### src/hw/rtl/stdp_trace_weight_update_macros.svh
// Assertion macros for the STDP trace and weight update block.
// Used by the top level; expects clk and rst in scope.
`ifndef STDP_TRACE_WEIGHT_UPDATE_MACROS_SVH
`define STDP_TRACE_WEIGHT_UPDATE_MACROS_SVH
// same-cycle implication
`define STDPU_ASSERT_IMP(lbl, ante, cons) \
  lbl: assert property (@(posedge clk) disable iff (rst) (ante) |-> (cons)) \
    else $error("stdpu assertion failed");
// next-cycle implication
`define STDPU_ASSERT_NXT(lbl, ante, cons) \
  lbl: assert property (@(posedge clk) disable iff (rst) (ante) |=> (cons)) \
    else $error("stdpu assertion failed");
`endif

### src/hw/rtl/stdpu_pkg.sv
// Types and constants for the STDP trace and weight update block.
// No dependencies.
`default_nettype none
package stdpu_pkg;
  typedef enum logic [1:0] {
    KIND_POST = 2'd0,
    KIND_PRE  = 2'd1,
    KIND_SYN  = 2'd2,
    KIND_LOAD = 2'd3
  } kind_t;

  typedef enum logic [2:0] {
    REG_LTP_DECAY = 3'd0,
    REG_LTD_DECAY = 3'd1,
    REG_POT_GAIN  = 3'd2,
    REG_DEP_GAIN  = 3'd3,
    REG_STEP      = 3'd4,
    REG_FLOOR     = 3'd5,
    REG_CEILING   = 3'd6,
    REG_DEAD      = 3'd7
  } reg_idx_t;

  localparam int QDEPTH = 4;
  localparam int QA     = 2;

  typedef struct packed {
    logic [1:0]         kind;
    logic [9:0]         neuron_index;
    logic [9:0]         post_index;
    logic [15:0]        synapse_index;
    logic [15:0]        activity;
    logic signed [15:0] load_weight;
  } in_item_t;

  typedef struct packed {
    logic signed [15:0] weight_out;
    logic [15:0]        trace_out;
    logic               dead_skip;
    logic               trace_saturated;
  } out_item_t;

  typedef struct packed {
    kind_t              kind;
    logic               ok;
    logic [9:0]         n;
    logic [9:0]         p;
    logic [15:0]        s;
    logic [15:0]        act;
    logic signed [15:0] lw;
  } cmd_t;

  typedef struct packed {
    logic [15:0]        ltp_decay;
    logic [15:0]        ltd_decay;
    logic [15:0]        pot_gain;
    logic [15:0]        dep_gain;
    logic [15:0]        step;
    logic signed [15:0] floor_w;
    logic signed [15:0] ceil_w;
    logic signed [15:0] dead_thr;
  } cfg_t;

  typedef struct packed {
    logic clearing;
    logic res_fire;
    logic out_busy;
  } back_stat_t;
endpackage
`default_nettype wire

### src/hw/rtl/stdpu_fifo.sv
// Short command queue between front and back ends.
// Depends on stdpu_pkg.
`default_nettype none
module stdpu_fifo import stdpu_pkg::*; (
  input  wire logic clk,
  input  wire logic rst,
  input  wire logic wr,
  input  wire cmd_t wdata,
  output logic      q_full,
  input  wire logic rd,
  output cmd_t      rdata,
  output logic      q_empty
);
  cmd_t entries [QDEPTH];
  logic [QA-1:0] wr_ptr, rd_ptr;
  logic [QA:0]   cnt;
  logic do_wr, do_rd;

  assign q_full  = cnt == (QA+1)'(QDEPTH);
  assign q_empty = cnt == '0;
  assign do_wr   = wr && !q_full;
  assign do_rd   = rd && !q_empty;
  assign rdata   = entries[rd_ptr];

  always_ff @(posedge clk) begin
    if (rst) begin
      wr_ptr <= '0;
      rd_ptr <= '0;
      cnt    <= '0;
    end else begin
      if (do_wr) wr_ptr <= wr_ptr + 1'b1;
      if (do_rd) rd_ptr <= rd_ptr + 1'b1;
      if (do_wr && !do_rd) begin
        cnt <= cnt + 1'b1;
      end else if (do_rd && !do_wr) begin
        cnt <= cnt - 1'b1;
      end
    end
    if (do_wr) begin
      entries[wr_ptr] <= wdata;
    end
  end
endmodule
`default_nettype wire

### config.mk
export PLATFORM = sky130hd
export DESIGN_NAME = stdpu_fifo
export DESIGN_NICKNAME = d
export VERILOG_FILES = /design/src/hw/rtl/stdp_trace_weight_update_macros.svh /design/src/hw/rtl/stdpu_pkg.sv /design/src/hw/rtl/stdpu_fifo.sv
export SDC_FILE = /design/constraint.sdc
export NUM_CORES = 1
export LEC_CHECK = 0
export BUFFER_PORTS_ARGS = -buffer_cell sky130_fd_sc_hd__buf_4
export CAP_MARGIN = 20
export CORE_MARGIN = 2
export CORE_UTILIZATION = 45
export CTS_CLUSTER_DIAMETER = 60
export DETAILED_ROUTE_END_ITERATION = 7
export PLACE_DENSITY = 0.73
export SYNTH_ARGS = -nofsm -noshare
export SYNTH_HDL_FRONTEND = slang
export SYNTH_SLANG_ARGS = --single-unit
### constraint.sdc
create_clock -name clk -period 8.2 [get_ports clk]
set_input_delay 0.82 -clock clk [delete_from_list [all_inputs] [get_ports clk]]
set_output_delay 0.82 -clock clk [all_outputs]
set_load 0.02 [all_outputs]
==> out/results.txt, run 1 <==
148 I/O pins were placed. The die width is 159 um, and the detail-routed net length per standard cell is 20.2 um. The mean instance size in the synthesized netlist was 25.7 um^2; the cell area after technology mapping was 10,800 um^2. The commonest cells after synthesis are 284 x edfxtp_1, 70 x mux4_2, 9 x dfxtp_1. For the max-slew violation count, the log shows 0. After synthesis the netlist holds a flip-flop and latch count of 293. The total CTS buffers is 30. Data on the critical path arrives at its endpoint at 2.92 ns. The run gives 0 as the number of gates given a new drive strength after cts.

The cell family contributing the most delay on the critical path is buffers and inverters. Max-cap violations in this run came to 0. The startpoint identified for the worst hold timing path is wdata[19].

The repair_antennas step left the layout with diodes totalling 0. The routed wire length came out at 18,800 um. The via count of the first global-routing pass is 5,232.

The run gives 0.248 as the part of the total power dissipated in combinational logic. The flow ran to the end, and the final reports show no timing, DRC or antenna violations. The level count of the clock H-tree is 1, and the setup slack of the worst register-to-register path is 5.69 ns. Effective utilization at floorplan: 0.460. The setup total negative slack was 0 ns; the largest clock skew in the final design was 0.00847 ns. The tools report the net count after synthesis as 500.

The total count of hold-check failures in the final report is 0, and the number of cells after detailed placement is 869. The congestion estimate from routability-driven global placement came to 0.726. The share of flip-flops with an asynchronous set or reset works out to 0. The analysis attributes to cell leakage a power of 4.42 nW. In the post-synthesis netlist, the biggest area contributors are edfxtp_1 79%, mux4_2 15%, dfxtp_1 1.7%. By instance count, the leading cell after synthesis is edfxtp_1. The count of synthesis-stage warnings from yosys was 0. The floorplan step set the die height to 159 um.

The number of sinks driven by the clock tree came out at 293. The signal on the critical path passes through buf_4 -> mux4_1 -> buf_4. Timing would allow up to 268 MHz.

The cell chosen for the clock root is clkbuf_16. After global routing the overflow that remains totals 0. Peak ir drop on the vdd network: 0.204 mV. Type of element launching the critical path: a flop. The power density over the cells works out to 322 nW/um^2. The cell that appears most often on the critical path is buf_4. The post-synthesis sequential area ratio is 0.807, and the internal power is 0.00307 W.

The logs give 10,600 um for the placed wire-length estimate and 24 for the count of different cell masters after synthesis. The overall track demand over capacity in global routing was 0.149; the post-route minimum period was 3.74 ns. The endpoint identified for the worst register-to-register timing path is cnt[2]$_SDFFE_PP0P_. Total power after layout: 0.00423 W. Setup repair after global routing left no endpoint under its margin. The pre-antenna-repair detailed-routing pass consisted of 4 iterations.

The tightest hold path in the finished design has a slack of 0.489 ns. The worst slew margin relative to its limit is 0.259. The buffer depth of the longest clock path was 3; the part of the total power dissipated in sequential elements was 0.450. Entering global routing, the biggest net connects 72 pins. For hold timing, the worst endpoint is entries[1][19]$_DFFE_PP_. The floorplan step defined a core boundary enclosing 23,500 um^2.

For the number of cells produced by synthesis, the log shows 419. The path depth of the worst reg2reg path is 8, and the switching share of power is 0.274. The clock network latency to the later pin of the worst-skew pair came out at 0.53 ns. The tools report the number of routed nets with antenna violations as 0.

In this run the tool buffered the top-level ports with 147 buffer cells. The worst hold path belongs to the class primary input to flop. The largest total area in the synthesized netlist belongs to edfxtp_1. The cell at the slowest stage of the critical path is buf_4.

The run gives 25,200 um^2 as the overall die area. The largest single stage delay on the critical path is 0.78 ns. In the routed layout, each cell is associated on average with a via count of 5.13. The share of the cycle needed by the critical path after routing was 0.456. Of all nets on the critical path, the largest fanout is 45. The finished layout holds 929 standard cells, fillers aside. After clock tree synthesis, the clock-pin slew on the worst setup and hold paths is 0.06 ns.

The startpoint identified for the worst register-to-register timing path is cnt[0]$_SDFFE_PP0P_. After the first detailed-routing iteration, the DRC count stood at 222. STA puts the critical path data required time at 7.38 ns.

The number of setup buffers added after CTS is 0. The instance count along the most critical hold path is 1. After detailed routing, the number of remaining DRC violations is 0. The top-area cell type share of the netlist area was 0.790.

The initial antenna violation count is 1. Together, buffers and inverters on the worst path number 2. For the part of the power in the clock network, the log shows 0.302.

TritonCTS built the clock tree. Setup violations remaining at the end of the flow were counted as 0. Relative to the synthesized area, the layout overhead comes to 22.0%.

In this run the power spent charging and discharging nets is 0.00116 W. The worst setup path is captured at a primary output. For this design, the CTS-stage hold fixing added 0 buffers. For the pin with the worst max-slew slack, the measured transition is 1.11 ns.

The run gives 56 as the count of standard-cell rows. The number of synthesized flops with an enable pin is 284. In the synthesized netlist the dominant register cell turns out to be edfxtp_1. The post-layout net count was 667; the wire length of the first global-routing pass was 29,400 um. Layout cell share with drive strength beyond 1: 0.452. The critical path in this run is classified as flop to primary output. The detailed router placed 4,768 vias in this run.
## through the flow
stage	instance area (um^2)	util	setup slack, ns
floorplan	10800	-	4.94
global placement	12100	0.516	4.90
detailed placement	12100	0.516	4.89
CTS	13100	0.557	4.31
global route	13200	0.561	4.16
finish	13200	0.561	4.46
## registers in the layout, indices dropped and copies added, names as in the netlist, named ones only
signal / count
wr_ptr: 2
cnt: 3
entries: 284
rd_ptr: 2
## worst max-delay path by stage
stage / cells past startpoint / slack (ns) / endpoint
2_1_floorplan: 3 / 4.94 / entries[0][0]$_DFFE_PP_
3_3_place_gp: 3 / 4.90 / rdata[64]
3_5_place_dp: 3 / 4.89 / rdata[64]
4_1_cts: 3 / 4.31 / rdata[64]
5_1_grt: 3 / 4.16 / rdata[64]
6_report: 3 / 4.46 / rdata[64]
## worst reg2reg max path, stage by stage (launching register included)
cell	delay (ns)
dfxtp_1	0.48
nor3b_2	0.11
nor2_1	0.44
ha_1	0.30
inv_1	0.07
fa_1	0.39
xor2_1	0.19
or3_1	0.31
a21oi_1	0.14
## logic make-up after synthesis
kind of cell	Yosys count	share of synthesized area
AND/OR/NAND/NOR	16	0.00835
multiplexers	73	0.150
adder cells (fa/ha/maj)	6	0.00765
flip-flops	293	0.807
XOR/XNOR	4	0.00325
buffers and inverters	21	0.0194
AO/OA/AOI/OAI	6	0.00383
## area by class of cell
| class | instances | area [um^2] |
|---|---|---|
| Timing Repair Buffer | 152 | 1200 |
| Clock inverter | 21 | 156 |
| Inverter | 4 | 15.0 |
| Clock buffer | 35 | 791 |
| Fill cell | 1729 | 10300 |
| Tap cell | 319 | 399 |
| Multi-Input combinational cell | 105 | 1880 |
| Sequential cell | 293 | 8720 |
## metal layers
metal	routed length (um)	share of wire	global-route usage
met5	13	0.00069	0
met2	9340	0.50	0.252
met1	7720	0.41	0.192
met4	234	0.012	0.0342
met3	1440	0.077	0.0444
## power groups by stage
stage	Clock [W]	Sequential (W)	Combinational [W]
after floorplan	0	0.00187	0.000778
after global placement	0	0.00193	0.00104
after detailed placement	0	0.00194	0.00106
after CTS	0.00131	0.00191	0.00106
after global routing	0.00138	0.00192	0.00111
final	0.00128	0.00190	0.00105
## cell usage in the layout, fill, tap and decap left out
cell type,instances
buf_4,148
inv_1,4
xor2_1,4
mux4_2,70
buf_12,3
nor2_1,6
clkinvlp_4,1
clkinv_2,11
fa_1,1
o31ai_2,1
a21oi_1,2
clkbuf_16,31
ha_1,5
dfxtp_1,7
nor3b_2,1
nor3_1,1
o311ai_0,1
o21ai_0,2
nand2b_1,2
mux4_1,1
mux2i_1,2
and2_4,4
edfxtp_1,284
inv_8,1
clkbuf_1,4
bufinv_16,2
buf_16,1
clkinv_1,6
dfxtp_4,2
or3_1,2
Note: power is estimated with default switching activity, not from simulation.
==> inputs of run 2 (changes only) <==
Clock period 8.2 ns to 3.81 ns, I/O delays scaled along.
==> run 2 against run 1 <==
Clock power grew 110%. Combinational power grew 120%. Hold slack worse by 0.45 ns. Cell count is 0.43% lower. Register-to-register slack worse by 4.3 ns. Non-clock buffer count grew 1. Count of clock-buffer cells in the layout shrank 2. Largest cell class unchanged. Die area did not move. Critical path type unchanged. Flip-flop and latch count stayed put. Largest power group unchanged. Clock skew is 0.0040 ns higher.
==> out/results.txt, run 2 (synthesized netlist as in run 1, its figures left out) <==
The initial antenna violation count is 1 (unchanged), and the overall track demand over capacity in global routing is 0.149 (about the same). The run gives 148 (unchanged) as the number of top-level pins. The tools report the overall die area as 25,200 um^2 (unchanged). The die span in y was 159 um (unchanged). Number of sinks driven by the clock tree: 293 (unchanged).

The flip-flop count of the largest register after layout works out to 284 (unchanged). Total iterations of the first detailed-routing run: 4 (unchanged). The logs give 9430 um (+0.91%) for the length of routed met2 wiring and 18,700 um (-0.17%) for the routed wire length.

The hold buffer count at CTS is 0 (unchanged), and the die width is 159 um (unchanged). The layout cell share with drive strength beyond 1 is 0.452 (about the same). The top cell types in the final layout, fill and taps aside, are 284 x edfxtp_1, 147 x buf_4, 70 x mux4_2, 31 x clkbuf_16, 7 x dfxtp_1.

The clock transition time at the flip-flop clock pins of the worst setup and hold paths was 0.06 ns (about the same). The run finished with clean final reports. The worst setup path is of the flop to primary output kind. The remaining design rule violation count was 0 (unchanged). For the upper clock frequency limit, the log shows 348 MHz.

The count of buffers inserted at the top-level ports came out at 147 (unchanged). The clock network latency to the later pin of the worst-skew pair is 0.54 ns (about the same). The share of the cycle needed by the critical path after routing was 0.754.

The most frequent standard cell in the layout excluding fill and tap cells was edfxtp_1. The critical path endpoint category is a primary output. For the total CTS buffers, the log shows 30 (unchanged).

The post-route minimum period is 2.87 ns. Maximum number of pins on one net before global-route repair: 72 (unchanged). The register containing the most flip-flops in the final layout is entries. The total count of hold-check failures in the final report was 0 (unchanged).

The tools report the cell chosen for the clock root as clkbuf_16. The iteration-0 DRC count of the detailed router is 249 (+12%). The detailed-route vias per instance is 5.14 (about the same). For the buffer depth of the longest clock path, the log shows 3 (unchanged). For the worst hold margin, the log shows 0.0429 ns (-0.446 ns). The run gives 0 (unchanged) as the max-slew violation count. The placement-stage cell area was 12,100 um^2 (+0.10%); the growth of design area from synthesis to finish was 22.4%.

The placed wire-length estimate was 10,700 um (+0.99%). The actual transition at the worst max-transition pin works out to 0.609 ns (-0.501 ns). The largest registers in the layout are entries x284, cnt x3. The path class of the lowest-slack min-delay path is primary input to flop. The via total after detailed routing was 4,752 (-0.34%); the residual overflow from global routing was 0 (unchanged). The detail-routed net length per standard cell was 20.2 um (+0.27%). For the peak ir drop on the vdd network, the log shows 0.456 mV (+120%). The run gives 0 (unchanged) as the setup violation total in the final timing report. The number of max-cap violations is 0 (unchanged). The top layer used by detailed routing was met5. The placer congestion estimate was 0.717 (-1.2%); the count of filler cells inserted in the layout was 1,725 (-0.23%). The routed wire length on met3 was 1420 um (-1.5%); the power density over the cells was 691 nW/um^2 (+110%). Setup repair after global routing left no endpoint under its margin. The logs give 0 (unchanged) for the number of gates given a new drive strength after cts and 7530 um (-2.6%) for the met1 routed wirelength after detailed routing.

STA classifies the critical path startpoint as a flop. Number of routed nets with antenna violations: 0 (unchanged). TritonCTS built the clock tree.

The via count of the first global-routing pass came out at 5,272 (+0.76%). The antenna diode count was 0 (unchanged). The largest fanout on the critical path is 43 (-4.4%), and the data arrival time of the critical path is 2.49 ns (-0.43 ns). The post-CTS setup buffer count is 0 (unchanged). Area of the placeable core: 23,500 um^2 (unchanged). The run gives 29,400 um (-0.12%) as the wire length of the first global-routing pass. The logs give 56 (unchanged) for the count of standard-cell rows and 1 (unchanged) for the level count of the clock H-tree. The largest clock skew in the final design is 0.0125 ns (+0.00404 ns), and the effective utilization at floorplan is 0.460 (unchanged).

The total leakage power came out at 4.42 nW (+0.12%). The worst slew margin relative to its limit was 0.594 (+0.334); the final cell area excluding filler cells was 13,200 um^2 (+0.36%). The post-layout net count came out at 668 (+0.15%). For the setup total negative slack, the log shows 0 ns (unchanged). For the required time at the worst-slack endpoint, the log shows 3.43 ns (-3.95 ns).
run 2: cell types whose count changed in the layout (fill, tap and decap cells not counted):
cell	previous run	this run
buf_12	3	2
buf_16	1	4
buf_4	148	147
clkbuf_1	4	2
clkinv_2	11	5
clkinv_8	0	1
clkinvlp_4	1	2
inv_6	0	2
inv_8	1	0
run 2: stage by stage:
step / worst slack [ns] / total power [W] / cells / utilization
floorplan: 0.819 / 0.00569 / 419 / -
global placement: 1.44 / 0.00641 / 869 / 0.517
detailed placement: 1.40 / 0.00647 / 869 / 0.517
CTS: 0.819 / 0.00924 / 920 / 0.557
global route: 0.727 / 0.00951 / 925 / 0.563
finish: 0.939 / 0.00912 / 925 / 0.563
run 2: layout make-up:
cell class,instances,area (um^2),share of cell area
sequential,293,8720,0.660
multi-input combinational,105,1880,0.143
tap,319,399,0.0302
timing repair buffer,153,1250,0.0949
inverter,4,15.0,0.00114
clock buffer,33,783,0.0593
clock inverter,18,156,0.0118
run 2: power breakdown:
part / switching [W] / internal [W] / total (W) / leakage [nW]
logic: 0.00118 / 0.00114 / 0.00232 / 1.29
registers: 0.000179 / 0.00388 / 0.00406 / 2.68
clock network: 0.00114 / 0.00161 / 0.00275 / 0.458
total: 0.00250 / 0.00663 / 0.00912 / 4.42
run 2: final timing paths:
kind / start / endpoint / slack, ns / cells past startpoint
max: flop / rdata[16] / 0.94 / 3
min: wdata[57] / entries[3][57]$_DFFE_PP_ / 0.04 / 1
max reg2reg: cnt[0]$_SDFFE_PP0P_ / cnt[2]$_SDFFE_PP0P_ / 1.37 / 8
min reg2reg: wr_ptr[0]$_SDFFE_PP0P_ / wr_ptr[0]$_SDFFE_PP0P_ / 0.54 / 2
run 2: worst max-delay path, stage by stage, from the launching register on:
cell     delay (ns)
dfxtp_4        0.73
buf_12         0.40
mux4_2         0.58
buf_4          0.18
run 2: routing by layer:
| layer | track usage | up-vias |
|---|---|---|
| li1 | - | 2123 |
| met1 | 0.192 | 2444 |
| met2 | 0.252 | 154 |
| met3 | 0.0397 | 29 |
| met4 | 0.0421 | 2 |
| met5 | 0 | - |
