==> config.mk <==
export PLATFORM = sky130hd
export DESIGN_NAME = stdpu_front
export DESIGN_NICKNAME = d
export VERILOG_FILES = /design/src/hw/rtl/stdp_trace_weight_update_macros.svh /design/src/hw/rtl/stdpu_pkg.sv /design/src/hw/rtl/stdpu_front.sv
export SDC_FILE = /design/constraint.sdc
export NUM_CORES = 1
export LEC_CHECK = 0
export BUFFER_PORTS_ARGS = -buffer_cell sky130_fd_sc_hd__buf_2
export CAP_MARGIN = 20
export CORE_MARGIN = 2
export CORE_UTILIZATION = 37
export CTS_CLUSTER_SIZE = 20
export DETAILED_ROUTE_END_ITERATION = 6
export PLACE_DENSITY_LB_ADDON = 0.08
export SLEW_MARGIN = 20
export SYNTH_ARGS = -nofsm -noshare
export SYNTH_HDL_FRONTEND = slang
export SYNTH_SLANG_ARGS = --single-unit
==> constraint.sdc <==
create_clock -name clk -period 5.12 [get_ports clk]
set_clock_uncertainty 0.15 [all_clocks]
set_input_delay 1.024 -clock clk [delete_from_list [all_inputs] [get_ports clk]]
set_output_delay 1.024 -clock clk [all_outputs]
set_load 0.005 [all_outputs]
==> src/hw/rtl/stdp_trace_weight_update_macros.svh <==
// Assertion macros for the STDP trace and weight update block.
// Used by the top level; expects clk and rst in scope.
`ifndef STDP_TRACE_WEIGHT_UPDATE_MACROS_SVH
`define STDP_TRACE_WEIGHT_UPDATE_MACROS_SVH
// same-cycle implication
`define STDPU_ASSERT_IMP(lbl, ante, cons) \
  lbl: assert property (@(posedge clk) disable iff (rst) (ante) |-> (cons)) \
    else $error("stdpu assertion failed");
// next-cycle implication
`define STDPU_ASSERT_NXT(lbl, ante, cons) \
  lbl: assert property (@(posedge clk) disable iff (rst) (ante) |=> (cons)) \
    else $error("stdpu assertion failed");
`endif

==> src/hw/rtl/stdpu_pkg.sv <==
// Types and constants for the STDP trace and weight update block.
// No dependencies.
`default_nettype none
package stdpu_pkg;
  typedef enum logic [1:0] {
    KIND_POST = 2'd0,
    KIND_PRE  = 2'd1,
    KIND_SYN  = 2'd2,
    KIND_LOAD = 2'd3
  } kind_t;

  typedef enum logic [2:0] {
    REG_LTP_DECAY = 3'd0,
    REG_LTD_DECAY = 3'd1,
    REG_POT_GAIN  = 3'd2,
    REG_DEP_GAIN  = 3'd3,
    REG_STEP      = 3'd4,
    REG_FLOOR     = 3'd5,
    REG_CEILING   = 3'd6,
    REG_DEAD      = 3'd7
  } reg_idx_t;

  localparam int QDEPTH = 4;
  localparam int QA     = 2;

  typedef struct packed {
    logic [1:0]         kind;
    logic [9:0]         neuron_index;
    logic [9:0]         post_index;
    logic [15:0]        synapse_index;
    logic [15:0]        activity;
    logic signed [15:0] load_weight;
  } in_item_t;

  typedef struct packed {
    logic signed [15:0] weight_out;
    logic [15:0]        trace_out;
    logic               dead_skip;
    logic               trace_saturated;
  } out_item_t;

  typedef struct packed {
    kind_t              kind;
    logic               ok;
    logic [9:0]         n;
    logic [9:0]         p;
    logic [15:0]        s;
    logic [15:0]        act;
    logic signed [15:0] lw;
  } cmd_t;

  typedef struct packed {
    logic [15:0]        ltp_decay;
    logic [15:0]        ltd_decay;
    logic [15:0]        pot_gain;
    logic [15:0]        dep_gain;
    logic [15:0]        step;
    logic signed [15:0] floor_w;
    logic signed [15:0] ceil_w;
    logic signed [15:0] dead_thr;
  } cfg_t;

  typedef struct packed {
    logic clearing;
    logic res_fire;
    logic out_busy;
  } back_stat_t;
endpackage
`default_nettype wire

==> src/hw/rtl/stdpu_front.sv <==
// Front end: takes input transfers, range-checks and classifies them.
// Depends on stdpu_pkg.
`default_nettype none
module stdpu_front import stdpu_pkg::*; #(
  parameter int PRE_NEURONS  = 1024,
  parameter int POST_NEURONS = 1024,
  parameter int SYNAPSES     = 65536
) (
  input  wire logic     clk,
  input  wire logic     rst,
  input  wire logic     push,
  output logic          full,
  input  wire in_item_t in_item,
  input  wire logic     clearing,
  output logic          q_push,
  output cmd_t          q_cmd,
  input  wire logic     q_full
);
  logic fv, fv_next, accept, advance;
  cmd_t fcmd, ccmd;
  logic n_pre, n_post, p_post, s_ok;

  assign full    = clearing || (fv && q_full);
  assign accept  = push && !full;
  assign advance = fv && !q_full;
  assign q_push  = advance;
  assign q_cmd   = fcmd;

  always_comb begin
    n_pre  = 32'(in_item.neuron_index) < PRE_NEURONS;
    n_post = 32'(in_item.neuron_index) < POST_NEURONS;
    p_post = 32'(in_item.post_index) < POST_NEURONS;
    s_ok   = 32'(in_item.synapse_index) < SYNAPSES;
    ccmd.kind = kind_t'(in_item.kind);
    ccmd.n    = in_item.neuron_index;
    ccmd.p    = in_item.post_index;
    ccmd.s    = in_item.synapse_index;
    ccmd.act  = in_item.activity;
    ccmd.lw   = in_item.load_weight;
    case (ccmd.kind)
      KIND_POST: ccmd.ok = n_post;
      KIND_PRE:  ccmd.ok = n_pre;
      KIND_SYN:  ccmd.ok = n_pre && p_post && s_ok;
      KIND_LOAD: ccmd.ok = s_ok;
      default:   ccmd.ok = 1'b0;
    endcase
  end

  always_comb begin
    fv_next = fv;
    if (accept) begin
      fv_next = 1'b1;
    end else if (advance) begin
      fv_next = 1'b0;
    end
  end

  always_ff @(posedge clk) begin
    if (rst) begin
      fv <= 1'b0;
    end else begin
      fv <= fv_next;
    end
    if (accept) begin
      fcmd <= ccmd;
    end
  end
endmodule
`default_nettype wire

==> metrics.yaml, run 1 <==
clock_network:
  cts_sinks: 71
  cts_buffers: 9
  cts_resized: 0
  cts_buffer_depth: 2
  cts_setup_buffers: 0
  clk_latency_ps: 320
  cts_root_buf: "clkbuf_8"
  ctsHoldBuffers: 0
  cts_max_level: 3
  clk_pin_slew_worst_paths_ps: 70
  cts_tree: "done"
sta:
  hold_viol: 0
  relSlewSlack_pct: 34.2
  worst_pin_slew_ps: 985
  rsz0062_at_grt: "no"
  setup_viol: 0
  setup_tns_ps: 0
  fin_ws_ps: 2420
  slew_violations: 0
  layout_min_cycle_time_ps: 2700
  finalCritPeriodShare_pct: 52.7
  fmax_ghz: 0.371
final_layout:
  finalCoreUtilization_pct: 57.0
  nFillCells: 484
  area_growth_pct: 46.7
  drive_above_1_share_pct: 67.6
  register_area_mm2: 0.00212
  n_antenna_cell: 0
  finalNetCount: 312
  multi_input_area_um2: 58.8
setup_path:
  crit_start: "clearing"
  crit_path_end_kind: "flip-flop"
  worstSetupStartpointType: "primary input"
  worstPathArrival_ps: 2530
  r2r-start: "fv"
  worstPathMaxFanout: 34
  critical_path_class: "primary input to flip-flop"
  required_ps: 4950
place:
  gp_congestion: 0.673
  post-dp-hpwl_mm: 3.27
  numPortBuffers: 146
  dp_slack_ps: 2040
global_routing:
  antenna_found_initial: 0
  use_met1_pct: 12.7
  busiest_layer: "met2"
  use_met2_pct: 21.2
  grtUsageMet3_pct: 4.94
  grt_start_max_net_pins: 35
  grt_pass1_wl_mm: 5.79
  gr-total-overflow: 0
  track_usage_pct: 12.4
  grt_pass1_vias: 1298
yosys:
  yosysMostFrequentCell: "edfxtp_1"
  yosysTopAreaCellShare_pct: 96.6
  synth_top_area_cell: "edfxtp_1"
  synth_cells: 79
  ys_seq_area_share_pct: 97.5
  synth_top_flop_cell: "edfxtp_1"
  yosysWarningCount: 0
  synthArstFlopShare_pct: 0
  synth_cell_types: 10
  synth_edf_count: 70
  syn-cell-area_mm2: 0.00218
  synthTopCellsByArea: "edfxtp_1, dfxtp_1, nand2b_4"
  synth-seq-cells: 71
  syn_nets: 154
  syn_area_per_cell_um2: 27.6
routing:
  viasPerCell: 4.20
  drt-initial-drc-count: 56
  post_drt_wl_per_cell_um: 13.5
  antenna_left: 0
  wl_mm: 4.23
  route.detailed.drc: 0
  vias: 1314
  dr.pass1.iters: 4
die:
  die-area_mm2: 0.00651
  fp-row-count: 27
  core_area_mm2: 0.00561
  start_util_pct: 38.8
  die_w_um: 80.7
  die_h_um: 80.7
  io_pins: 148
min_path:
  hold_start: "fv"
  hold_class: "flip-flop to flip-flop"
power:
  p_leak_nw: 1.36
  power.total_mw: 1.14
  ir_worst_vdd_uv: 201
  power.density_mw_per_mm2: 357
flow_run:
  max_cap_viol_count: 0
outcome:
  status: "finished clean"
-- cell type report --
| cell class | instances | share of cell area, % |
|---|---|---|
| Sequential cell | 71 | 66.4 |
| Multi-Input combinational cell | 7 | 1.84 |
| Tap cell | 72 | 2.82 |
| Clock buffer | 10 | 4.00 |
| Clock inverter | 5 | 1.57 |
| Timing Repair Buffer | 148 | 23.3 |
-- path summary, 6_finish.rpt --
path / end / slack, ps / cells past startpoint
worst max-delay path: q_cmd[20] / 2420 / 4
worst min-delay path: fv / 380 / 2
worst max register to register: q_cmd[20] / 3000 / 2
worst min register to register: fv / 380 / 2
-- placed cells by master (no fill, tap or decap) --
cell,Yosys,routed
buf_2,0,146
edfxtp_1,70,70
clkbuf_8,0,9
clkinv_1,0,2
buf_4,1,2
nand2b_4,1,1
a21oi_4,0,1
nand2_1,1,1
nand2b_1,1,1
nor2b_1,1,1
a21oi_2,1,1
conb_1,1,1
bufinv_16,0,1
clkbuf_1,0,1
clkinv_2,0,1
clkinvlp_4,0,1
dfxtp_1,1,1
-- metrics by stage --
step	instances	hold slack [ps]	cell area (µm²)
after floorplan	79	326	2180
after global placement	298	358	3020
after detailed placement	298	377	3020
after CTS	313	386	3190
after global routing	313	416	3190
final	313	382	3190
-- cell families after synthesis --
logic type	after synthesis	share of synthesized area, %
AOI/OAI and AO/OA	2	0.632
other	1	0.172
buffers and inverters	1	0.345
DFF	71	97.5
and+or+nand+nor	4	1.38
-- flip-flops by register name, summed over array words and instances (netlist names) --
name and cells:
fv 1, q_cmd 70
-- metal layers --
metal / part of all wire (%) / vias up
li1: - / 625
met1: 34 / 594
met2: 51 / 88
met3: 13 / 7
met4: 1.2 / 0
met5: 0 / -
-- power breakdown --
part / switching, mW / internal [mW]
clock: 0.178 / 0.218
sequential: 0.00530 / 0.669
combinational: 0.0321 / 0.0367
-- critical path, stage by stage --
cell and delay, ps:
buf_2 100, nand2b_4 150, a21oi_4 740, buf_4 500
(Power assumes the default switching activity.)
==> inputs of run 2 (changes only) <==
--- a/config.mk
+++ b/config.mk
@@ -8,7 +8,7 @@
 export BUFFER_PORTS_ARGS = -buffer_cell sky130_fd_sc_hd__buf_2
 export CAP_MARGIN = 20
 export CORE_MARGIN = 2
-export CORE_UTILIZATION = 37
+export CORE_UTILIZATION = 40
 export CTS_CLUSTER_SIZE = 20
 export DETAILED_ROUTE_END_ITERATION = 6
 export PLACE_DENSITY_LB_ADDON = 0.08
==> constraint.sdc (replaced) <==
create_clock -name clk -period 2.7 [get_ports clk]
set_clock_uncertainty 0.15 [all_clocks]
set_input_delay 0.54 -clock clk [delete_from_list [all_inputs] [get_ports clk]]
set_output_delay 0.54 -clock clk [all_outputs]
set_load 0.005 [all_outputs]
==> metrics.yaml, run 2 (synthesis gave the netlist of run 1 again) <==
power:
  switchingPower_mw: 0.415
  clock_power_share_pct: 35.2
  power.density_mw_per_mm2: 680
  seqPwrFrac_pct: 58.8
  ir_worst_vdd_uv: 347
  pwr-share-comb_pct: 6.0
  p_int_mw: 1.76
  sw_frac_of_total_pct: 19.1
  p_leak_nw: 1.37
sta:
  rsz0062_at_grt: "no"
  hold_viol: 0
  fmax_ghz: 0.588
  finalCritPeriodShare_pct: 62.9
  fin_ws_ps: 1000
  setup_tns_ps: 0
  layout_min_cycle_time_ps: 1700
  slew_violations: 0
  setup_viol: 0
global_routing:
  gr-total-overflow: 0
  grt_pass1_vias: 1421
  grt_pass1_wl_mm: 6.40
  track_usage_pct: 14.3
  antenna_found_initial: 0
  busiest_layer: "met2"
  use_met2_pct: 22.4
  grt_start_max_net_pins: 36
  grtUsageMet3_pct: 5.81
  use_met1_pct: 15.6
setup_path:
  critPathSlowestCell: "dfxtp_1"
  reg2reg_depth: 2
  r2r-start: "fv"
  path_cells: "nand2_1, nand2b_1, buf_2"
  critical_path_class: "flip-flop to output pin"
  timing.rr.end: "q_cmd[6]"
  worstPathMaxFanout: 3
  required_ps: 2010
  crit_path_end_kind: "output pin"
  worstSetupStartpointType: "flip-flop"
  critical_path_buf_inv_count: 1
  r2r_slack_ps: 1310
  cpPeakStageDelay_ps: 380
  worstPathArrival_ps: 1010
  critPathTopFamily: "flip-flops"
final_layout:
  multi_input_area_um2: 58.8
  drive_above_1_share_pct: 67.8
  mostFrequentLayoutCells: "buf_2, edfxtp_1, clkbuf_8"
  fin_area_mm2: 0.00319
  layout_commonest_cell: "buf_2"
  largest_reg_flops: 70
  area_growth_pct: 46.7
  finalNetCount: 312
  nFillCells: 417
  register_area_mm2: 0.00212
  n_antenna_cell: 0
clock_network:
  cts_tree: "done"
  cts_sinks: 71
  cts_max_level: 3
  cts_root_buf: "clkbuf_8"
  ctsHoldBuffers: 0
  cts_buffer_depth: 2
  cts_setup_buffers: 0
  clk_pin_slew_worst_paths_ps: 70
  clk_latency_ps: 320
  cts_resized: 0
  cts_buffers: 9
die:
  io_pins: 148
  core_area_mm2: 0.00517
  die_w_um: 77.8
  die_h_um: 77.8
  fp-row-count: 26
  die-area_mm2: 0.00605
  start_util_pct: 42.1
place:
  dp_slack_ps: 845
  post-dp-hpwl_mm: 3.20
  numPortBuffers: 146
  gp_congestion: 0.695
  placed_area_mm2: 0.00301
routing:
  route.detailed.drc: 0
  vias: 1338
  antenna_left: 0
  wl_mm: 4.20
  dr.pass1.iters: 4
  post_drt_wl_per_cell_um: 13.5
  drt-initial-drc-count: 59
  viasPerCell: 4.29
min_path:
  hold_class: "primary input to flip-flop"
  hold_depth: 2
  hold_start: "rst"
  hold_end: "fv"
flow_run:
  max_cap_viol_count: 0
outcome:
  status: "finished clean"
run 2: changes by cell type in the layout (fill, tap and decap cells not counted), sizes merged:
cell	previous run	this run
clkbuf	10	11
clkinv	3	4
clkinvlp	1	0
run 2: stage by stage:
| stage | cells | util (%) | power, mW | hold WS (ps) |
|---|---|---|---|---|
| 2_1_floorplan | 79 | - | 1.33 | 348 |
| 3_3_place_gp | 296 | 58.3 | 1.43 | 361 |
| 3_5_place_dp | 296 | 58.3 | 1.44 | 383 |
| 4_1_cts | 312 | 61.8 | 2.20 | 200 |
| 5_1_grt | 312 | 61.8 | 2.26 | 203 |
| 6_report | 312 | 61.8 | 2.17 | 217 |
run 2: power groups by stage:
| stage | combinational (mW) | clock [mW] | sequential [mW] |
|---|---|---|---|
| floorplan | 0.0222 | 0 | 1.31 |
| global placement | 0.129 | 0 | 1.30 |
| detailed placement | 0.133 | 0 | 1.30 |
| CTS | 0.133 | 0.785 | 1.28 |
| global route | 0.144 | 0.830 | 1.28 |
| finish | 0.130 | 0.764 | 1.28 |
run 2: layout make-up:
cell class / instances / area share (%)
clock buffer: 11 / 4.11
multi-input combinational: 7 / 1.84
timing repair buffer: 148 / 23.3
tap: 70 / 2.74
clock inverter: 5 / 1.53
sequential: 71 / 66.4
run 2: routing by layer:
layer / wire [µm] / vias up
met5: 0 / -
met4: 119 / 0
met3: 482 / 12
met2: 2100 / 89
met1: 1500 / 611
li1: - / 626
run 2: worst max path at each step:
| stage | from | to | slack, ps | cells after the start |
|---|---|---|---|---|
| CTS | fv | full | 970 | 3 |
| finish | fv | full | 1000 | 3 |
| detailed placement | clearing | q_cmd[25] | 840 | 4 |
| global placement | clearing | q_cmd[3] | 900 | 4 |
| global route | fv | full | 920 | 3 |
| floorplan | clearing | q_cmd[0] | 290 | 2 |
==> inputs of run 3 (changes only) <==
==> constraint.sdc (replaced) <==
create_clock -name clk -period 1.7 [get_ports clk]
set_clock_uncertainty 0.15 [all_clocks]
set_input_delay 0.34 -clock clk [delete_from_list [all_inputs] [get_ports clk]]
set_output_delay 0.34 -clock clk [all_outputs]
set_load 0.005 [all_outputs]
==> metrics.yaml, run 3 (synthesis gave the netlist of run 1 again) <==
die:
  start_util_pct: 42.1
  core_area_mm2: 0.00517
  die-area_mm2: 0.00605
  die_h_um: 77.8
  fp-row-count: 26
  io_pins: 148
  die_w_um: 77.8
final_layout:
  layout_commonest_cell: "buf_2"
  largest_reg_flops: 70
  n_antenna_cell: 0
  finalNetCount: 313
  area_growth_pct: 49.3
  fin_area_mm2: 0.00325
  nFillCells: 401
  mostFrequentLayoutCells: "buf_2, edfxtp_1, clkbuf_8"
  final_cells: 312
  drive_above_1_share_pct: 67.8
routing:
  antenna_left: 0
  viasPerCell: 4.29
  drt-initial-drc-count: 42
  vias: 1339
  post_drt_wl_per_cell_um: 13.5
  wl_mm: 4.21
  dr.pass1.iters: 4
  route.detailed.drc: 0
clock_network:
  cts_root_buf: "clkbuf_8"
  cts_max_level: 3
  cts_setup_buffers: 0
  clk_pin_slew_worst_paths_ps: 70
  cts_buffer_depth: 2
  cts_tree: "done"
  cts_sinks: 71
  clk_latency_ps: 330
  cts_buffers: 9
sta:
  fmax_ghz: 0.665
  slew_violations: 0
  layout_min_cycle_time_ps: 1500
  hold_viol: 0
  finalCritPeriodShare_pct: 88.5
  rsz0062_at_grt: "no"
  setup_viol: 0
setup_path:
  cpPeakStageDelay_ps: 390
  r2r_slack_ps: 450
  critPathSlowestCell: "dfxtp_1"
  path_cells: "nand2_1, nand2b_1, buf_2"
  critical_path_class: "flip-flop to output pin"
  worstPathArrival_ps: 1010
  crit_path_end_kind: "output pin"
  required_ps: 1210
  critPathTopFamily: "flip-flops"
  critical_path_buf_inv_count: 1
  worstPathMaxFanout: 3
  worstSetupStartpointType: "flip-flop"
place:
  numPortBuffers: 146
  placedCellCount: 296
  gp_congestion: 0.695
  placed_area_mm2: 0.00304
flow_run:
  max_cap_viol_count: 0
power:
  ir_worst_vdd_uv: 705
  power.density_mw_per_mm2: 1110
  p_leak_nw: 1.39
min_path:
  hold_class: "primary input to flip-flop"
global_routing:
  gr-total-overflow: 0
  grt_pass1_vias: 1402
  grt_start_max_net_pins: 36
  grt_pass1_wl_mm: 6.37
  track_usage_pct: 14.6
  antenna_found_initial: 0
outcome:
  status: "finished clean"
==> run 3: cell types whose count changed in the layout (fill, tap and decap cells not counted), sizes merged <==
cell | previous run | this run
bufinv | 1 | 2
clkbuf | 11 | 10
clkinv | 4 | 3
dlygate4sd3 | 0 | 1
==> run 3: final cells by class <==
class	instances	area (µm²)	area share [%]
Timing Repair Buffer	149	781	24.0
Tap cell	70	87.6	2.69
Multi-Input combinational cell	7	58.8	1.81
Clock buffer	10	128	3.93
Clock inverter	5	73.8	2.27
Sequential cell	71	2120	65.3
==> run 3: repair_timing <==
action | 4_1_cts | 5_1_grt
hold buffers | 1 | 0
endpoints found under the hold margin | 1 | 0
setup endpoints to repair | 0 | 0
resized for setup | 0 | 0
==> run 3: path summary, 6_finish.rpt <==
kind,cells past startpoint,startpoint,to
max,3,fv,full
min reg2reg,2,fv,fv
min,1,in_item[35],q_cmd[35]
max reg2reg,2,fv,q_cmd[12]
==> run 3: layer usage <==
| metal | vias to the layer above | part of all wire, % | global-route usage (%) |
|---|---|---|---|
| met5 | - | 0 | 0 |
| met4 | 0 | 2.9 | 10.2 |
| met3 | 12 | 14 | 8.26 |
| met2 | 89 | 51 | 24.1 |
| met1 | 611 | 32 | 13.3 |
| li1 | 627 | - | - |
==> run 3: where the power goes <==
group / total, mW / internal (mW) / switching (mW)
Combinational: 0.217 / 0.119 / 0.0978
Clock: 1.36 / 0.808 / 0.549
Sequential: 2.03 / 2.01 / 0.0159
==> run 3: per-stage QoR <==
step	TNS (ps)	hold WS (ps)	util (%)	setup slack, ps	power (mW)
finish	0	31.4	62.8	195	3.60
global route	0	6.93	62.8	124	3.74
CTS	0	9.51	62.8	165	3.65
detailed placement	0	355	58.8	202	2.29
global placement	0	351	58.8	225	2.28
floorplan	-35740	252	-	-511	2.12
